==> config.mk <==
export PLATFORM = sky130hd
export DESIGN_NAME = priority_voice_allocator
export DESIGN_NICKNAME = d
export VERILOG_FILES = /design/src/hdl/pva_pkg.sv /design/src/hdl/pva_ram.sv /design/src/hdl/pva_datapath.sv /design/src/hdl/pva_ctrl.sv /design/src/hdl/priority_voice_allocator.sv
export SDC_FILE = /design/constraint.sdc
export NUM_CORES = 1
export LEC_CHECK = 0
export ABC_AREA = 1
export BUFFER_PORTS_ARGS = -buffer_cell sky130_fd_sc_hd__buf_2
export CAP_MARGIN = 15
export CORE_ASPECT_RATIO = 1.2
export CORE_MARGIN = 3
export CORE_UTILIZATION = 30
export DETAILED_ROUTE_END_ITERATION = 12
export PLACE_DENSITY = 0.48
export SLEW_MARGIN = 15
export SYNTH_ARGS = -nofsm -noshare
export SYNTH_HDL_FRONTEND = slang
export SYNTH_SLANG_ARGS = --single-unit
==> constraint.sdc <==
create_clock -name clk -period 13.6 [get_ports clk]
set_input_delay 0 -clock clk [delete_from_list [all_inputs] [get_ports clk]]
set_output_delay 0 -clock clk [all_outputs]
set_load 0.01 [all_outputs]
==> src/hdl/pva_pkg.sv <==
`timescale 1ns / 1ps
// pva_pkg: shared types, operation codes and register indexes for the voice allocator
// used by pva_ctrl, pva_datapath and priority_voice_allocator; no dependencies

package pva_pkg;

  // fixed field widths
  localparam int GEN_W    = 24;
  localparam int IDX_W    = 8;
  localparam int HANDLE_W = 32;
  localparam int CLIP_W   = 6;
  localparam int CFG_W    = 7;
  localparam int CFG_IDX_W = 2;
  localparam int PRIO_IN_W = 16;
  localparam int OUT_VOICE_W = 5;

  // number of clip slots; the loaded clip limit is capped at this value
  localparam int CLIPS = 64;

  // operation codes
  localparam logic [2:0] OP_PLAY        = 3'd0;
  localparam logic [2:0] OP_STOP        = 3'd1;
  localparam logic [2:0] OP_STOP_ALL    = 3'd2;
  localparam logic [2:0] OP_IS_PLAYING  = 3'd3;
  localparam logic [2:0] OP_VOICE_ENDED = 3'd4;
  localparam logic [2:0] OP_STEAL_QUERY = 3'd5;

  // configuration register indexes
  localparam logic [CFG_IDX_W-1:0] CFG_ENABLED         = 2'd0;
  localparam logic [CFG_IDX_W-1:0] CFG_CLIP_LIMIT      = 2'd1;
  localparam logic [CFG_IDX_W-1:0] CFG_ALLOW_STEAL     = 2'd2;
  localparam logic [CFG_IDX_W-1:0] CFG_INSTANT_RELEASE = 2'd3;

  // controller to datapath commands
  typedef struct packed {
    logic capture;   // latch the accepted item
    logic issue;     // read one voice entry this cycle
    logic use_ptr;   // read address from the scan pointer, else from the handle
    logic commit;    // final update for play and voice ended
    logic load_out;  // load the result register
  } pva_cmd_t;

  // datapath to controller status
  typedef struct packed {
    logic scan;      // op walks every voice
    logic direct;    // op reads the one voice named by the handle
  } pva_status_t;

  // generation advance: wraps at 24 bits and skips zero
  function automatic logic [GEN_W-1:0] next_gen(input logic [GEN_W-1:0] g);
    logic [GEN_W-1:0] n;
    n = g + GEN_W'(1);
    return (n == '0) ? GEN_W'(1) : n;
  endfunction

endpackage

==> src/hdl/pva_ram.sv <==
`timescale 1ns / 1ps
// pva_ram: generic simple dual-port ram, one write and one registered read port
// no dependencies

module pva_ram #(
  parameter int WIDTH = 8,
  parameter int DEPTH = 16
) (
  input  logic                                      clk,
  input  logic                                      we,
  input  logic [$clog2(DEPTH > 1 ? DEPTH : 2)-1:0]  waddr,
  input  logic [WIDTH-1:0]                          wdata,
  input  logic [$clog2(DEPTH > 1 ? DEPTH : 2)-1:0]  raddr,
  output logic [WIDTH-1:0]                          rdata
);

  logic [WIDTH-1:0] mem_r [DEPTH];
  logic [WIDTH-1:0] rdata_r;

  // write port and registered read
  always_ff @(posedge clk) begin
    if (we) begin
      mem_r[waddr] <= wdata;
    end
    rdata_r <= mem_r[raddr];
  end

  assign rdata = rdata_r;

endmodule

==> src/hdl/pva_datapath.sv <==
`timescale 1ns / 1ps
// pva_datapath: configuration registers, voice table ram, active and written flags,
// scan trackers and result register; depends on pva_pkg and pva_ram

module pva_datapath #(
  parameter int VOICES        = 16,
  parameter int PRIORITY_BITS = 16
) (
  input  logic                                          clk,
  input  logic                                          rst_n,
  input  logic                                          cfg_we,
  input  logic [pva_pkg::CFG_IDX_W-1:0]                 cfg_index,
  input  logic [pva_pkg::CFG_W-1:0]                     cfg_data,
  input  logic [2:0]                                    in_op,
  input  logic signed [pva_pkg::PRIO_IN_W-1:0]          in_priority_req,
  input  logic [pva_pkg::CLIP_W-1:0]                    in_clip_number,
  input  logic [pva_pkg::HANDLE_W-1:0]                  in_handle_in,
  input  logic [3:0]                                    in_ended_voice,
  input  pva_pkg::pva_cmd_t                             cmd,
  input  logic [$clog2(VOICES > 1 ? VOICES : 2)-1:0]    ptr,
  output pva_pkg::pva_status_t                          status,
  output logic [pva_pkg::HANDLE_W-1:0]                  out_handle_out,
  output logic                                          out_is_live,
  output logic signed [pva_pkg::OUT_VOICE_W-1:0]        out_steal_voice,
  output logic [pva_pkg::OUT_VOICE_W-1:0]               out_active_voices,
  output logic [31:0]                                   out_drops
);

  import pva_pkg::*;

  localparam int IW     = $clog2(VOICES > 1 ? VOICES : 2);
  localparam int CW     = $clog2(VOICES + 1);
  localparam int PW     = PRIORITY_BITS;
  localparam int WORD_W = GEN_W + PW + CLIP_W;

  // saturate the request priority to PW signed bits
  function automatic logic signed [PW-1:0] fit_priority(input logic signed [PRIO_IN_W-1:0] raw);
    logic signed [32:0] v;
    logic signed [32:0] hi;
    logic signed [32:0] lo;
    v  = 33'(raw);
    hi = (33'sd1 <<< (PW - 1)) - 33'sd1;
    lo = -hi - 33'sd1;
    if (v > hi) begin
      v = hi;
    end else if (v < lo) begin
      v = lo;
    end
    return PW'(v);
  endfunction

  // configuration
  logic             enabled_r;
  logic [CFG_W-1:0] clip_limit_r;
  logic             allow_steal_r;
  logic             instant_release_r;

  // captured item
  logic [2:0]           op_r;
  logic signed [PW-1:0] prio_r;
  logic [CLIP_W-1:0]    clip_r;
  logic [HANDLE_W-1:0]  handle_r;
  logic [3:0]           ended_r;

  // voice flags and counters
  logic [VOICES-1:0] active_r, active_nxt;
  logic [VOICES-1:0] written_r, written_nxt;
  logic [CW-1:0]     count_r, count_nxt;
  logic [31:0]       drops_r, drops_nxt;

  // evaluation stage behind the ram read
  logic          ev_vld_r;
  logic [IW-1:0] ev_idx_r;

  // scan trackers and results
  logic                 free_found_r, free_found_nxt;
  logic [IW-1:0]        free_idx_r, free_idx_nxt;
  logic [GEN_W-1:0]     free_gen_r, free_gen_nxt;
  logic                 vic_found_r, vic_found_nxt;
  logic [IW-1:0]        vic_idx_r, vic_idx_nxt;
  logic [GEN_W-1:0]     vic_gen_r, vic_gen_nxt;
  logic signed [PW-1:0] lowest_r, lowest_nxt;
  logic                 live_r, live_nxt;
  logic [HANDLE_W-1:0]  handle_res_r, handle_res_nxt;

  // ram ports
  logic              ram_we;
  logic [IW-1:0]     ram_waddr;
  logic [WORD_W-1:0] ram_wdata;
  logic [IW-1:0]     ram_raddr;
  logic [WORD_W-1:0] ram_rdata;

  // handle decode
  logic [IDX_W-1:0] hlow;
  logic             h_ok;
  logic [IW-1:0]    h_idx;

  // evaluated entry
  logic                 ev_act;
  logic [GEN_W-1:0]     rd_gen;
  logic signed [PW-1:0] rd_prio;
  logic [GEN_W-1:0]     ev_gen;
  logic                 ev_hit;
  logic                 ev_release;
  logic [WORD_W-1:0]    rel_word;

  // play decision
  logic [12:0]      cc;
  logic             play_ok;
  logic             take_free;
  logic             take_steal;
  logic [IW-1:0]    ch_idx;
  logic [GEN_W-1:0] ch_gen;
  logic             ended_ok;
  logic [IW-1:0]    ended_idx;

  // configuration writes
  always_ff @(posedge clk) begin
    if (!rst_n) begin
      enabled_r         <= 1'b0;
      clip_limit_r      <= '0;
      allow_steal_r     <= 1'b0;
      instant_release_r <= 1'b1;
    end else if (cfg_we) begin
      case (cfg_index)
        CFG_ENABLED:         enabled_r         <= cfg_data[0];
        CFG_CLIP_LIMIT:      clip_limit_r      <= cfg_data;
        CFG_ALLOW_STEAL:     allow_steal_r     <= cfg_data[0];
        CFG_INSTANT_RELEASE: instant_release_r <= cfg_data[0];
        default: ;
      endcase
    end
  end

  // item capture
  always_ff @(posedge clk) begin
    if (cmd.capture) begin
      op_r     <= in_op;
      prio_r   <= fit_priority(in_priority_req);
      clip_r   <= in_clip_number;
      handle_r <= in_handle_in;
      ended_r  <= in_ended_voice;
    end
  end

  // op class for the controller
  assign status.scan   = op_r inside {OP_PLAY, OP_STOP_ALL, OP_STEAL_QUERY};
  assign status.direct = op_r inside {OP_STOP, OP_IS_PLAYING};

  // handle low byte selects voice index plus one
  assign hlow  = handle_r[IDX_W-1:0];
  assign h_ok  = (hlow != '0) && (9'(hlow) <= 9'(VOICES));
  assign h_idx = IW'(hlow - 8'd1);

  assign ram_raddr = cmd.use_ptr ? ptr : h_idx;

  pva_ram #(
    .WIDTH(WORD_W),
    .DEPTH(VOICES)
  ) u_ram (
    .clk  (clk),
    .we   (ram_we),
    .waddr(ram_waddr),
    .wdata(ram_wdata),
    .raddr(ram_raddr),
    .rdata(ram_rdata)
  );

  // entry fields; an entry never written reads as generation one
  assign rd_gen  = ram_rdata[WORD_W-1 -: GEN_W];
  assign rd_prio = ram_rdata[CLIP_W +: PW];
  assign ev_act  = active_r[ev_idx_r];
  assign ev_gen  = written_r[ev_idx_r] ? rd_gen : GEN_W'(1);
  assign ev_hit  = h_ok && ev_act && (handle_r[HANDLE_W-1:IDX_W] == ev_gen);

  assign ev_release = ev_vld_r && (((op_r == OP_STOP_ALL) && ev_act) ||
                                   ((op_r == OP_STOP) && ev_hit));
  assign rel_word = {next_gen(ev_gen),
                     instant_release_r ? ram_rdata[CLIP_W +: PW] : {PW{1'b0}},
                     ram_rdata[CLIP_W-1:0]};

  // play decision after the scan
  assign cc = (13'(clip_limit_r) > 13'(CLIPS)) ? 13'(CLIPS) : 13'(clip_limit_r);
  assign play_ok    = enabled_r && (13'(clip_r) < cc);
  assign take_free  = play_ok && free_found_r;
  assign take_steal = play_ok && !free_found_r && allow_steal_r && vic_found_r;
  assign ch_idx     = free_found_r ? free_idx_r : vic_idx_r;
  assign ch_gen     = next_gen(free_found_r ? free_gen_r : vic_gen_r);

  assign ended_ok  = 9'(ended_r) < 9'(VOICES);
  assign ended_idx = IW'(ended_r);

  // next state of flags, counters and trackers
  always_comb begin
    active_nxt     = active_r;
    written_nxt    = written_r;
    count_nxt      = count_r;
    drops_nxt      = drops_r;
    free_found_nxt = free_found_r;
    free_idx_nxt   = free_idx_r;
    free_gen_nxt   = free_gen_r;
    vic_found_nxt  = vic_found_r;
    vic_idx_nxt    = vic_idx_r;
    vic_gen_nxt    = vic_gen_r;
    lowest_nxt     = lowest_r;
    live_nxt       = live_r;
    handle_res_nxt = handle_res_r;
    ram_we         = 1'b0;
    ram_waddr      = ev_idx_r;
    ram_wdata      = rel_word;

    // fresh item
    if (cmd.capture) begin
      free_found_nxt = 1'b0;
      vic_found_nxt  = 1'b0;
      lowest_nxt     = fit_priority(in_priority_req);
      live_nxt       = 1'b0;
      handle_res_nxt = '0;
    end

    // one voice entry per cycle
    if (ev_vld_r) begin
      case (op_r)
        OP_PLAY, OP_STEAL_QUERY: begin
          if (!ev_act && !free_found_r) begin
            free_found_nxt = 1'b1;
            free_idx_nxt   = ev_idx_r;
            free_gen_nxt   = ev_gen;
          end
          if (ev_act && (rd_prio < lowest_r)) begin
            vic_found_nxt = 1'b1;
            vic_idx_nxt   = ev_idx_r;
            vic_gen_nxt   = ev_gen;
            lowest_nxt    = rd_prio;
          end
        end
        OP_IS_PLAYING: begin
          live_nxt = ev_hit;
        end
        default: ;
      endcase
    end

    // retire a handle: bump generation, then free or silence
    if (ev_release) begin
      ram_we = 1'b1;
      if (instant_release_r) begin
        active_nxt[ev_idx_r] = 1'b0;
        count_nxt            = count_r - CW'(1);
      end
    end

    // final update
    if (cmd.commit) begin
      case (op_r)
        OP_PLAY: begin
          if (take_free || take_steal) begin
            ram_we              = 1'b1;
            ram_waddr           = ch_idx;
            ram_wdata           = {ch_gen, prio_r, clip_r};
            active_nxt[ch_idx]  = 1'b1;
            written_nxt[ch_idx] = 1'b1;
            handle_res_nxt      = {ch_gen, 8'(ch_idx) + 8'd1};
            if (take_free) begin
              count_nxt = count_r + CW'(1);
            end
          end else if (play_ok) begin
            drops_nxt = drops_r + 32'd1;
          end
        end
        OP_VOICE_ENDED: begin
          if (ended_ok && active_r[ended_idx]) begin
            active_nxt[ended_idx] = 1'b0;
            count_nxt             = count_r - CW'(1);
          end
        end
        default: ;
      endcase
    end
  end

  // control state
  always_ff @(posedge clk) begin
    if (!rst_n) begin
      active_r  <= '0;
      written_r <= '0;
      count_r   <= '0;
      drops_r   <= '0;
      ev_vld_r  <= 1'b0;
    end else begin
      active_r  <= active_nxt;
      written_r <= written_nxt;
      count_r   <= count_nxt;
      drops_r   <= drops_nxt;
      ev_vld_r  <= cmd.issue;
    end
  end

  // trackers and evaluation index
  always_ff @(posedge clk) begin
    ev_idx_r     <= ram_raddr;
    free_found_r <= free_found_nxt;
    free_idx_r   <= free_idx_nxt;
    free_gen_r   <= free_gen_nxt;
    vic_found_r  <= vic_found_nxt;
    vic_idx_r    <= vic_idx_nxt;
    vic_gen_r    <= vic_gen_nxt;
    lowest_r     <= lowest_nxt;
    live_r       <= live_nxt;
    handle_res_r <= handle_res_nxt;
  end

  // result register
  always_ff @(posedge clk) begin
    if (cmd.load_out) begin
      out_handle_out    <= handle_res_r;
      out_is_live       <= live_r;
      out_steal_voice   <= ((op_r == OP_STEAL_QUERY) && vic_found_r) ?
                           OUT_VOICE_W'(vic_idx_r) : {OUT_VOICE_W{1'b1}};
      out_active_voices <= OUT_VOICE_W'(count_r);
      out_drops         <= drops_r;
    end
  end

endmodule

==> src/hdl/pva_ctrl.sv <==
`timescale 1ns / 1ps
// pva_ctrl: sequencer for the voice allocator, drives the scan pointer and commands
// depends on pva_pkg

module pva_ctrl #(
  parameter int VOICES = 16
) (
  input  logic                                        clk,
  input  logic                                        rst_n,
  input  logic                                        in_valid,
  output logic                                        in_stall,
  output logic                                        out_valid,
  input  logic                                        out_stall,
  input  pva_pkg::pva_status_t                        status,
  output pva_pkg::pva_cmd_t                           cmd,
  output logic [$clog2(VOICES > 1 ? VOICES : 2)-1:0]  ptr
);

  import pva_pkg::*;

  localparam int IW = $clog2(VOICES > 1 ? VOICES : 2);
  localparam logic [IW-1:0] LAST = IW'(VOICES - 1);

  localparam logic [2:0] S_IDLE   = 3'd0;
  localparam logic [2:0] S_READ   = 3'd1;
  localparam logic [2:0] S_DRAIN  = 3'd2;
  localparam logic [2:0] S_COMMIT = 3'd3;
  localparam logic [2:0] S_OUT    = 3'd4;

  logic [2:0]    state_r, state_nxt;
  logic [IW-1:0] ptr_r, ptr_nxt;
  logic          out_valid_r, out_valid_nxt;

  assign in_stall  = (state_r != S_IDLE);
  assign out_valid = out_valid_r;
  assign ptr       = ptr_r;

  // sequencing
  always_comb begin
    state_nxt     = state_r;
    ptr_nxt       = ptr_r;
    out_valid_nxt = out_valid_r;
    cmd           = '0;

    // result leaves on a transfer
    if (out_valid_r && !out_stall) begin
      out_valid_nxt = 1'b0;
    end

    case (state_r)
      S_IDLE: begin
        if (in_valid) begin
          cmd.capture = 1'b1;
          ptr_nxt     = '0;
          state_nxt   = S_READ;
        end
      end
      S_READ: begin
        if (status.scan) begin
          cmd.issue   = 1'b1;
          cmd.use_ptr = 1'b1;
          if (ptr_r == LAST) begin
            state_nxt = S_DRAIN;
          end else begin
            ptr_nxt = ptr_r + IW'(1);
          end
        end else if (status.direct) begin
          cmd.issue = 1'b1;
          state_nxt = S_DRAIN;
        end else begin
          state_nxt = S_COMMIT;
        end
      end
      S_DRAIN: begin
        state_nxt = S_COMMIT;
      end
      S_COMMIT: begin
        cmd.commit = 1'b1;
        state_nxt  = S_OUT;
      end
      S_OUT: begin
        if (!out_valid_r || !out_stall) begin
          cmd.load_out  = 1'b1;
          out_valid_nxt = 1'b1;
          state_nxt     = S_IDLE;
        end
      end
      default: begin
        state_nxt = S_IDLE;
      end
    endcase
  end

  always_ff @(posedge clk) begin
    if (!rst_n) begin
      state_r     <= S_IDLE;
      ptr_r       <= '0;
      out_valid_r <= 1'b0;
    end else begin
      state_r     <= state_nxt;
      ptr_r       <= ptr_nxt;
      out_valid_r <= out_valid_nxt;
    end
  end

endmodule

==> src/hdl/priority_voice_allocator.sv <==
`timescale 1ns / 1ps
// priority_voice_allocator: voice table with priorities, stealing and generation handles
// operation: play, stop all and steal query walk the voice table one entry per cycle through
// the ram read port; stop and is playing read the one voice named by the handle, voice
// ended and unused ops read no entry; one item at a time, the next transfer in is taken
// the cycle after the result is loaded
// reset: synchronous, active low; all voices free, generations 1, drop count 0, no clearing pass

module priority_voice_allocator #(
  parameter int VOICES        = 16,
  parameter int PRIORITY_BITS = 16
) (
  input  logic                                    clk,
  input  logic                                    rst_n,
  // configuration
  input  logic                                    cfg_we,
  input  logic [pva_pkg::CFG_IDX_W-1:0]           cfg_index,
  input  logic [pva_pkg::CFG_W-1:0]               cfg_data,
  // input channel
  input  logic                                    in_valid,
  output logic                                    in_stall,
  input  logic [2:0]                              in_op,
  input  logic signed [pva_pkg::PRIO_IN_W-1:0]    in_priority_req,
  input  logic [pva_pkg::CLIP_W-1:0]              in_clip_number,
  input  logic [pva_pkg::HANDLE_W-1:0]            in_handle_in,
  input  logic [3:0]                              in_ended_voice,
  // result channel
  output logic                                    out_valid,
  input  logic                                    out_stall,
  output logic [pva_pkg::HANDLE_W-1:0]            out_handle_out,
  output logic                                    out_is_live,
  output logic signed [pva_pkg::OUT_VOICE_W-1:0]  out_steal_voice,
  output logic [pva_pkg::OUT_VOICE_W-1:0]         out_active_voices,
  output logic [31:0]                             out_drops
);

  import pva_pkg::*;

  localparam int IW = $clog2(VOICES > 1 ? VOICES : 2);

  pva_cmd_t      cmd;
  pva_status_t   status;
  logic [IW-1:0] ptr;

  pva_ctrl #(
    .VOICES(VOICES)
  ) u_ctrl (
    .clk      (clk),
    .rst_n    (rst_n),
    .in_valid (in_valid),
    .in_stall (in_stall),
    .out_valid(out_valid),
    .out_stall(out_stall),
    .status   (status),
    .cmd      (cmd),
    .ptr      (ptr)
  );

  pva_datapath #(
    .VOICES       (VOICES),
    .PRIORITY_BITS(PRIORITY_BITS)
  ) u_datapath (
    .clk              (clk),
    .rst_n            (rst_n),
    .cfg_we           (cfg_we),
    .cfg_index        (cfg_index),
    .cfg_data         (cfg_data),
    .in_op            (in_op),
    .in_priority_req  (in_priority_req),
    .in_clip_number   (in_clip_number),
    .in_handle_in     (in_handle_in),
    .in_ended_voice   (in_ended_voice),
    .cmd              (cmd),
    .ptr              (ptr),
    .status           (status),
    .out_handle_out   (out_handle_out),
    .out_is_live      (out_is_live),
    .out_steal_voice  (out_steal_voice),
    .out_active_voices(out_active_voices),
    .out_drops        (out_drops)
  );

  // result register is loaded only when it is free or leaving
  a_load_free: assert property (@(posedge clk) disable iff (!rst_n)
    cmd.load_out |-> (!out_valid || !out_stall))
    else $error("result loaded over a waiting result");

  // a fresh handle never names voice zero or generation zero, and comes alone
  a_handle_form: assert property (@(posedge clk) disable iff (!rst_n)
    (out_valid && (out_handle_out != '0)) |->
      ((out_handle_out[31:8] != '0) && (out_handle_out[7:0] != '0) &&
       (out_steal_voice == 5'h1F) && !out_is_live))
    else $error("malformed play result");

  // active count stays within the table
  a_count_range: assert property (@(posedge clk) disable iff (!rst_n)
    out_valid |-> ((VOICES > 31) || (32'(out_active_voices) <= 32'(VOICES))))
    else $error("active voice count out of range");

  // an accepted item holds off the next one while it is worked on
  a_one_item: assert property (@(posedge clk) disable iff (!rst_n)
    (in_valid && !in_stall) |=> in_stall)
    else $error("second item taken while busy");

endmodule

==> out/metrics.yaml, run 1 <==
overflow: 0
drc: 0
drv_slew: 0
cp_common_cell: "nand2_1"
tritoncts: "done"
hpwl_mm: 77.4
std_cell_rows: 149
clock_latency_ps: 700
vias: 29300
yosysSeqAreaShare_pct: 68.1
cp-endpoint: "u_datapath.u_ram.mem_r[13][43]$_DFFE_PP_"
antenna_left: 0
start_util_pct: 30.4
finalCritPeriodShare_pct: 40.0
finClkSkew_ps: 24.5
syn_nets: 3877
rsz0062_at_grt: "false"
grt_pass1_wl_mm: 188
start_kind: "register"
ys.flop_type: "edfxtp_1"
cpMaxStageDelayCell: "dfxtp_1"
min_path_type: "in -> reg"
p_sw_share_pct: 29.3
cts-root-buf: "clkbuf_16"
die_y_um: 416
synth_cells: 3771
syn-cell-area_um2: 42100
cpPeakStageDelay_ps: 910
tightest_slew_ps: 1040
htreeDepth: 3
synth-edff-count: 832
grt_max_degree: 166
r2r_start: "u_datapath.ev_idx_r[0]$_DFF_P_"
cp_cell_sequence: "inv_2 -> nand2_1 -> nand2_1 -> nand2_1 -> nand2_1 -> nand2_1 -> nand2_2 -> nor2_4 -> nor2_1 -> nand2_1 -> nand2_1 -> nor2_1 -> nand3_1 -> nor2_1 -> nand3_2 -> nand2_4 -> inv_2 -> nand2_4 -> nand3_1 -> nor2_4 -> buf_4"
pwr-share-clk_pct: 35.6
ys_types: 55
internal_power_mw: 5.55
max-clock-path-buffers: 3
ys_ff_latch: 1015
cts_setup_buffers: 0
seq_power_share_pct: 47.3
power_switching_mw: 2.31
hold_viol: 0
layout_commonest_cell: "edfxtp_1"
synth_area_leaders: "edfxtp_1 (59%), dfxtp_1 (8.7%), o21ai_0 (5.7%)"
powerDensity_nw_per_um2: 159
routed_wl_mm: 126
r2r_setup_slack_ps: 8150
maxSlewHeadroom_pct: 30.7
fmax_mhz: 184
yosys_warnings: 0
clock_sinks: 1015
drive_above_1_share_pct: 11.3
drtPass1Iterations: 5
arrival_ps: 5770
portBuffers: 151
max-vdd-ir-drop_mv: 0.0951
avgRoutedWirePerCell_um: 21.4
crit_fanout: 25
end_kind: "register"
vias_per_cell: 4.96
regToRegEndpoint: "u_datapath.u_ram.mem_r[13][43]$_DFFE_PP_"
synth_top_area_cell: "edfxtp_1"
min_period_ps: 5450
synth.avg_cell_area_um2: 11.2
final_util_pct: 35.7
gp_congestion: 0.938
worstPathRequired_ps: 13920
reg2reg_depth: 21
maxCapViolations: 0
synthArstFlopShare_pct: 0
grt_pass1_vias: 28700
synth_top_area_share_pct: 59.4
coreArea_um2: 138000
cts_buffers: 99
status: "finished, final reports clean"
path_class: "reg -> reg"
layout_common_cells: "edfxtp_1 (832), nor2_1 (532), o21ai_0 (480), nand2_1 (454), inv_1 (239)"
fin_setup_tns_ps: 0
die-area_um2: 145000
crit_start: "u_datapath.ev_idx_r[0]$_DFF_P_"
setup_violations: 0
ios: 152
gr-usage-all-layers_pct: 17.1
cts_resized: 0
path_clk_slew_ps: 70
drt_iter0_markers: 2523
nNetsFinal: 4110
area_growth_pct: 17.5
combPwrFrac_pct: 17.2
leakage_nw: 17.0
die_w_um: 348
antenna_found_initial: 0
synth_stat cells, types with 12 or more instances:
master,number
o211ai_1,20
o221ai_1,75
inv_1,249
nand4_1,55
nand3_1,183
dfxtp_1,183
o21ai_1,22
nor4_1,12
xor2_1,54
a21oi_1,80
nand2_1,454
o22ai_1,94
nor3_1,53
nor2_1,544
inv_2,14
edfxtp_1,832
o21ai_0,481
ha_1,31
or2_2,19
clkbuf_1,174
worst min-delay path by stage:
stage | start | endpoint | depth (start not counted)
6_report | in_priority_req[1] | u_datapath.prio_r[1]$_DFFE_PP_ | 2
5_1_grt | in_priority_req[1] | u_datapath.prio_r[1]$_DFFE_PP_ | 2
4_1_cts | in_handle_in[30] | u_datapath.handle_r[30]$_DFFE_PP_ | 2
3_5_place_dp | in_clip_number[4] | u_datapath.clip_r[4]$_DFFE_PP_ | 1
3_3_place_gp | in_handle_in[15] | u_datapath.handle_r[15]$_DFFE_PP_ | 1
2_1_floorplan | in_clip_number[0] | u_datapath.clip_r[0]$_DFFE_PP_ | 0
per-layer routing:
| metal | up-vias | routed length [um] | global-route usage [%] |
|---|---|---|---|
| met4 | 0 | 3630 | 5.77 |
| met3 | 170 | 5340 | 2.01 |
| met2 | 709 | 61300 | 29.2 |
| met1 | 14500 | 55900 | 22.5 |
| met5 | - | 0 | 0 |
| li1 | 13900 | - | - |
power by group through the flow:
| stage | sequential (mW) | combinational (mW) | clock (mW) |
|---|---|---|---|
| floorplan | 3.70 | 0.839 | 0 |
| CTS | 3.71 | 1.37 | 2.87 |
| finish | 3.71 | 1.35 | 2.79 |
| global route | 3.72 | 1.51 | 3.00 |
| detailed placement | 3.78 | 1.34 | 0 |
| global placement | 3.78 | 1.34 | 0 |
kinds of logic after synthesis:
logic type / Yosys count / synth area share (%)
simple gates: 1371 / 14.0
flops: 1015 / 68.1
compound gates: 811 / 11.0
buf+inv: 470 / 4.38
xor+xnor: 64 / 1.33
fa+ha+maj: 31 / 0.922
mux: 9 / 0.214
sequential cells by signal, indices dropped and copies added, names as in the netlist, 5 cells and up:
register	cells
u_datapath.vic_gen_r	24
u_datapath.u_ram.mem_r	640
u_datapath.u_ram.rdata	40
u_datapath.prio_r	16
u_datapath.active_r	16
u_datapath.written_r	16
u_datapath.free_gen_r	24
u_datapath.drops_r	32
u_datapath.out_active_voices	5
u_datapath.handle_r	32
u_datapath.handle_res_r	32
u_datapath.clip_limit_r	7
u_datapath.out_steal_voice	5
u_datapath.out_handle_out	32
u_datapath.out_drops	32
u_datapath.lowest_r	16
u_datapath.clip_r	6
u_datapath.count_r	5
final cells by class:
type | instances | area [um2]
antenna | 1 | 2.50
clock buffer | 151 | 2880
clock inverter | 36 | 412
fill | 13800 | 88900
inverter | 268 | 1020
multi-input combinational | 2286 | 11700
sequential | 1015 | 28600
tap | 1812 | 2270
timing repair buffer | 334 | 2460
worst max-delay path, delay by kind of cell (launching register included):
family                 cells  cell delay [ps]
and+or+nand+nor           18             3250
DFF                        1              910
buffers and inverters      3              870
through the flow:
stage	hold slack (ps)	setup slack (ps)	power [mW]	cell area, um2	instances
2_1_floorplan	98.9	8770	4.54	42100	3771
3_3_place_gp	178	8230	5.12	44900	5593
3_5_place_dp	178	8140	5.12	44900	5593
4_1_cts	0.441	8100	7.96	49400	5902
5_1_grt	49.8	7720	8.23	49400	5902
6_report	58.9	8150	7.86	49400	5903
what timing repair did:
item	CTS	global route
hold buffers	122	0
endpoints found under the hold margin	204	0
setup endpoints to repair	0	0
No activity file was read; power rests on OpenSTA's default activity.
==> inputs of run 2 (changes only) <==
Clock period 13.6 ns to 5.2 ns, I/O delays scaled along.
==> run 2 against run 1 <==
  * First-iteration DRC count decreased by 6.6%
  * Critical path type unchanged
  * Critical path depth rose by 6
  * Power rose to 2.7 times the previous value
  * Critical endpoint is now u_datapath.u_ram.mem_r[10][40]$_DFFE_PP_
  * Worst setup slack worse by 7700 ps
  * Final cell count rose by 0.95%
  * Fmax increased by 15%
  * Largest power group unchanged
  * Global-route usage about the same
==> out/metrics.yaml, run 2 (synthesis results as in run 1) <==
status: "finished, final reports clean"  # unchanged
holdPathStages: 2  # unchanged
drt_iter0_markers: 2357  # was 2523
vias_per_cell: 4.94  # was 4.96
crit_cells: 27  # was 21
cts_buffers: 101  # was 99
hold_viol: 0  # unchanged
end_kind: "register"  # unchanged
max-clock-path-buffers: 3  # unchanged
coreArea_um2: 138000  # unchanged
largest_register: "u_datapath.u_ram.mem_r"  # unchanged
vias: 29500  # was 29300
arrival_ps: 5000  # was 5770 ps
start_util_pct: 30.4  # unchanged
max-vdd-ir-drop_mv: 0.287  # was 0.0951 mV
min_period_ps: 4740  # was 5450 ps
die-area_um2: 145000  # unchanged
grt_pass1_vias: 29100  # was 28700
finalCritPeriodShare_pct: 91.2  # was 40.0%
nNetsFinal: 4169  # was 4110
hpwl_mm: 81.7  # was 77.4 mm
fin_cells: 5959  # was 5903
reg2reg_depth: 27  # was 21
setup_violations: 0  # unchanged
leakage_nw: 17.3  # was 17.0 nW
layout_common_cells: "edfxtp_1 (832), nor2_1 (532), o21ai_0 (480), nand2_1 (454), inv_1 (239)"  # unchanged
rsz0062_at_grt: "false"  # unchanged
path_buf_inv: 5  # was 3
cts-root-buf: "clkbuf_16"  # unchanged
cpMaxStageDelayCell: "dfxtp_1"  # unchanged
drv_slew: 0  # unchanged
area_growth_pct: 19.2  # was 17.5%
clock_sinks: 1015  # unchanged
antenna_left: 0  # unchanged
grt_max_degree: 134  # was 166
fmax_mhz: 211  # was 184 MHz
fin_setup_tns_ps: 0  # unchanged
overflow: 0  # unchanged
tritoncts: "done"  # unchanged
gp_congestion: 0.937  # was 0.938
largest_reg_flops: 640  # unchanged
ios: 152  # unchanged
crit_fanout: 19  # was 25
powerDensity_nw_per_um2: 415  # was 159 nW/um2
cts_resized: 0  # unchanged
avgRoutedWirePerCell_um: 21.2  # was 21.4 um
start_kind: "register"  # unchanged
portBuffers: 151  # unchanged
routed_wl_mm: 126  # about the same
drtPass1Iterations: 5  # unchanged
whs_ps: 57.1  # was 58.9 ps
maxSlewHeadroom_pct: 28.8  # was 30.7%
die_w_um: 348  # unchanged
drive_above_1_share_pct: 12.3  # was 11.3%
path_clk_slew_ps: 60  # was 70 ps
die_y_um: 416  # unchanged
std_cell_rows: 149  # unchanged
htreeDepth: 3  # unchanged
min_path_type: "in -> reg"  # unchanged
place_inst: 5638  # was 5593
layout_commonest_cell: "edfxtp_1"  # unchanged
drc: 0  # unchanged
clock_latency_ps: 710  # was 700 ps
maxCapViolations: 0  # unchanged
crit_family: "simple AND/OR/NAND/NOR gates"  # unchanged
cp_common_cell: "nand2_1"  # unchanged
worstPathRequired_ps: 5460  # was 13920 ps
antenna_found_initial: 2  # was 0
gr-usage-all-layers_pct: 17.1  # about the same
path_class: "reg -> reg"  # unchanged
cpPeakStageDelay_ps: 600  # was 910 ps
finClkSkew_ps: 26.6  # was 24.5 ps
grt_pass1_wl_mm: 188  # about the same
tightest_slew_ps: 1060  # was 1040 ps
## run 2: cell types whose count changed in the layout (fill, tap and decap cells not counted), sizes merged
cell	change
buf	+45
clkbuf	-21
dlygate4sd3	+12
clkinvlp	+9
clkinv	+5
inv	+4
bufinv	+2
## run 2: metal layers
layer	wire, um	GRT usage, %	up-vias
met1	55500	22.3	14600
li1	-	-	14000
met4	3450	5.55	0
met5	0	0	-
met2	62000	29.4	742
met3	5180	2.04	164
## run 2: repair_timing
action                    4_1_cts  5_1_grt
buffers inserted                0        0
hold buffers                  134        0
hold endpoints to repair      206        0
## run 2: stage by stage
step	util (%)	setup WS, ps	power, mW	cell area (um2)
4_1_cts	36.2	493	21.1	50100
2_1_floorplan	-	373	11.9	42100
6_report	36.2	458	20.8	50100
3_3_place_gp	32.8	481	13.5	45400
5_1_grt	36.2	80.7	21.8	50100
3_5_place_dp	32.8	504	13.5	45400
## run 2: worst paths after layout
check                                          start                                  endpoint  slack, ps
hold reg to reg   u_datapath.handle_res_r[4]$_DFF_P_    u_datapath.out_handle_out[4]$_DFFE_PP_        430
hold / removal                    in_priority_req[3]            u_datapath.prio_r[3]$_DFFE_PP_         60
setup reg to reg      u_datapath.ev_idx_r[0]$_DFF_P_  u_datapath.u_ram.mem_r[10][40]$_DFFE_PP_        460
setup / recovery      u_datapath.ev_idx_r[0]$_DFF_P_  u_datapath.u_ram.mem_r[10][40]$_DFFE_PP_        460
## run 2: final cells by class
| cell class | instances | area [um2] |
|---|---|---|
| clock buffers | 130 | 2750 |
| diodes | 1 | 2.50 |
| inverters | 268 | 1020 |
| multi-input cells | 2286 | 11700 |
| well taps | 1812 | 2270 |
| clock inverters | 56 | 618 |
| fillers | 13600 | 88200 |
| flip-flops and latches | 1015 | 28600 |
| repair buffers | 391 | 3090 |
## run 2: power breakdown
group / leakage [nW] / switching (mW) / internal, mW
logic: 7.09 / 2.70 / 1.07
clock network: 1.61 / 3.20 / 4.21
registers: 8.62 / 0.284 / 9.36
==> inputs of run 3 (changes only) <==
--- a/config.mk
+++ b/config.mk
@@ -13,5 +13,4 @@
 export CORE_UTILIZATION = 30
 export DETAILED_ROUTE_END_ITERATION = 12
-export PLACE_DENSITY = 0.48
 export SLEW_MARGIN = 15
 export SYNTH_ARGS = -nofsm -noshare
==> constraint.sdc (replaced) <==
create_clock -name clk -period 5.2 [get_ports clk]
set_input_delay 0.78 -clock clk [delete_from_list [all_inputs] [get_ports clk]]
set_output_delay 0.78 -clock clk [all_outputs]
set_load 0.01 [all_outputs]
==> run 3 against run 2 <==
  * Die area unchanged
  * Hold slack better by 210 ps
  * Worst setup slack better by 140 ps
  * First-iteration DRC count up 3.6%
  * Final cell count down 2.7%
  * Clock power down 7.0%
  * Flip-flop and latch count unchanged
  * Clock-buffer cell count down 15
  * Register-to-register slack better by 140 ps
  * Non-clock buffer count down 146
  * Global-route usage down 0.98 points
  * Cell area down 3.5%
  * Largest cell class unchanged
==> out/metrics.yaml, run 3 (synthesis results as in run 1) <==
status: "finished, final reports clean"  # unchanged
overflow: 0  # unchanged
final_util_pct: 35.0  # was 36.2%
leakage_nw: 16.5  # was 17.3 nW
drtPass1Iterations: 7  # was 5
worstPathRequired_ps: 5530  # was 5460 ps
hpwl_mm: 78.0  # was 81.7 mm
portBuffers: 151  # unchanged
layout_common_cells: "edfxtp_1 (832), nor2_1 (532), o21ai_0 (481), nand2_1 (454), inv_1 (239)"  # was edfxtp_1 (832), nor2_1 (532), o21ai_0 (480), nand2_1 (454), inv_1 (239)
largest_reg_flops: 640  # unchanged
r2r_setup_slack_ps: 600  # was 460 ps
regToRegEndpoint: "u_datapath.u_ram.mem_r[2][27]$_DFFE_PP_"  # was u_datapath.u_ram.mem_r[10][40]$_DFFE_PP_
coreArea_um2: 138000  # unchanged
power_switching_mw: 5.92  # was 6.18 mW
htreeDepth: 3  # unchanged
top_layer_used: "met5"  # was met4
crit_fanout: 24  # was 19
die-area_um2: 145000  # unchanged
holdPathStages: 1  # was 2
vias_per_cell: 5.05  # was 4.94
whs_endpoint: "u_datapath.handle_r[15]$_DFFE_PP_"  # was u_datapath.prio_r[3]$_DFFE_PP_
drv_slew: 0  # unchanged
cts-root-buf: "clkbuf_16"  # unchanged
drive_above_1_share_pct: 12.1  # was 12.3%
die_w_um: 348  # unchanged
max-vdd-ir-drop_mv: 0.343  # was 0.287 mV
rsz0062_at_grt: "false"  # unchanged
p_sw_share_pct: 29.4  # was 29.7%
cts_setup_buffers: 0  # unchanged
grt_pass1_wl_mm: 179  # was 188 mm
std_cell_rows: 149  # unchanged
pwr-share-clk_pct: 34.3  # was 35.6%
reg2reg_depth: 17  # was 27
met3_length_mm: 6.43  # was 5.18 mm
drt_iter0_markers: 2441  # was 2357
maxSlewHeadroom_pct: 31.4  # was 28.8%
maxCapViolations: 0  # unchanged
gr-usage-all-layers_pct: 16.1  # was 17.1%
antenna_found_initial: 2  # unchanged
cts_resized: 0  # unchanged
path_clk_slew_ps: 60  # about the same
largest_register: "u_datapath.u_ram.mem_r"  # unchanged
start_kind: "register"  # unchanged
start_util_pct: 30.4  # unchanged
arrival_ps: 4930  # was 5000 ps
gp_congestion: 0.937  # about the same
vias: 29200  # was 29500
nNetsFinal: 4014  # was 4169
diodes: 0  # was 1
fin_setup_tns_ps: 0  # unchanged
finalCritPeriodShare_pct: 88.5  # was 91.2%
finClkSkew_ps: 24.8  # was 26.6 ps
layout_commonest_cell: "edfxtp_1"  # unchanged
routed_wl_mm: 119  # was 126 mm
seq_power_share_pct: 48.1  # was 46.3%
internal_power_mw: 14.2  # was 14.6 mW
area_growth_pct: 15.0  # was 19.2%
wl_met1_mm: 49.0  # was 55.5 mm
max-clock-path-buffers: 3  # unchanged
setup_violations: 0  # unchanged
hold_viol: 0  # unchanged
ios: 152  # unchanged
grt_pass1_vias: 28500  # was 29100
cts_hold_buf: 0  # was 134
cts_buffers: 92  # was 101
min_period_ps: 4600  # was 4740 ps
antenna_left: 0  # unchanged
die_y_um: 416  # unchanged
whs_ps: 267  # was 57.1 ps
hold_start: "in_handle_in[15]"  # was in_priority_req[3]
fmax_mhz: 217  # was 211 MHz
end_kind: "register"  # unchanged
tightest_slew_ps: 1020  # was 1060 ps
route.met2.wl_mm: 59.2  # was 62.0 mm
avgRoutedWirePerCell_um: 20.6  # was 21.2 um
tritoncts: "done"  # unchanged
path_class: "reg -> reg"  # unchanged
grt_max_degree: 162  # was 134
combPwrFrac_pct: 17.7  # was 18.1%
powerDensity_nw_per_um2: 416  # was 415 nW/um2
clock_latency_ps: 690  # was 710 ps
drc: 0  # unchanged
min_path_type: "in -> reg"  # unchanged
r2r_start: "u_datapath.clip_limit_r[3]$_SDFFE_PN0P_"  # was u_datapath.ev_idx_r[0]$_DFF_P_
place_area_um2: 45400  # about the same
design_area_um2: 48400  # was 50100 um2
clock_sinks: 1015  # unchanged
==> run 3: changes by cell type in the layout (fill, tap and decap cells not counted), moves of 3 or more <==
cell,delta
dlygate4sd3_1,-134
buf_4,-15
clkbuf_16,-11
clkinvlp_4,-8
clkinv_2,+4
buf_12,+3
clkinv_4,+3
==> run 3: routing by layer <==
metal | vias to the layer above | global-route usage, %
met1 | 14400 | 20.1
met2 | 965 | 27.8
met3 | 237 | 2.31
met4 | 2 | 6.86
li1 | 13700 | -
met5 | - | 0
==> run 3: power groups by stage <==
stage	registers, mW	clock network [mW]	logic (mW)
2_1_floorplan	9.68	0	2.19
3_3_place_gp	9.84	0	3.52
3_5_place_dp	9.84	0	3.55
4_1_cts	9.67	7.04	3.56
5_1_grt	9.69	7.35	3.94
6_report	9.67	6.89	3.55
==> run 3: critical path, cell delays in order (launching register included) <==
cell      delay, ps
dfxtp_1         330
nor2_1          110
nand3_1          90
o31ai_2         360
nand2_1         100
ha_1            310
nand2_1          90
nor2_1           50
o21ai_1          70
o211ai_1        120
a31oi_1         290
nand2_1         180
inv_2           140
nand3_2         240
o21ai_0         680
nand3_1         470
nor2_4          200
buf_4           390
==> run 3: worst max path at each step <==
stage                     slack (ps)                                   endpoint                               startpoint
after floorplan                  330  u_datapath.out_active_voices[0]$_DFFE_PP_                                out_stall
after global placement           560   u_datapath.u_ram.mem_r[13][27]$_DFFE_PP_           u_datapath.ev_idx_r[0]$_DFF_P_
after detailed placement         600    u_datapath.u_ram.mem_r[3][35]$_DFFE_PP_           u_datapath.ev_idx_r[0]$_DFF_P_
after CTS                        590    u_datapath.u_ram.mem_r[3][44]$_DFFE_PP_           u_datapath.ev_idx_r[0]$_DFF_P_
after global routing             190   u_datapath.u_ram.mem_r[10][16]$_DFFE_PP_  u_datapath.clip_limit_r[3]$_SDFFE_PN0P_
final                            600    u_datapath.u_ram.mem_r[2][27]$_DFFE_PP_  u_datapath.clip_limit_r[3]$_SDFFE_PN0P_
==> run 3: through the flow <==
stage / power [mW] / instances / worst slack (ps)
after CTS: 20.3 / 5796 / 586
after floorplan: 11.9 / 3771 / 328
after global routing: 21.0 / 5796 / 193
final: 20.1 / 5796 / 599
after global placement: 13.4 / 5626 / 559
after detailed placement: 13.4 / 5626 / 598
==> run 3: final cells by class <==
type,instances,area (um2)
clock inverters,55,584
flip-flops and latches,1015,28600
clock buffers,115,2440
well taps,1812,2270
multi-input cells,2286,11700
inverters,268,1020
fillers,13600,89900
repair buffers,245,1700
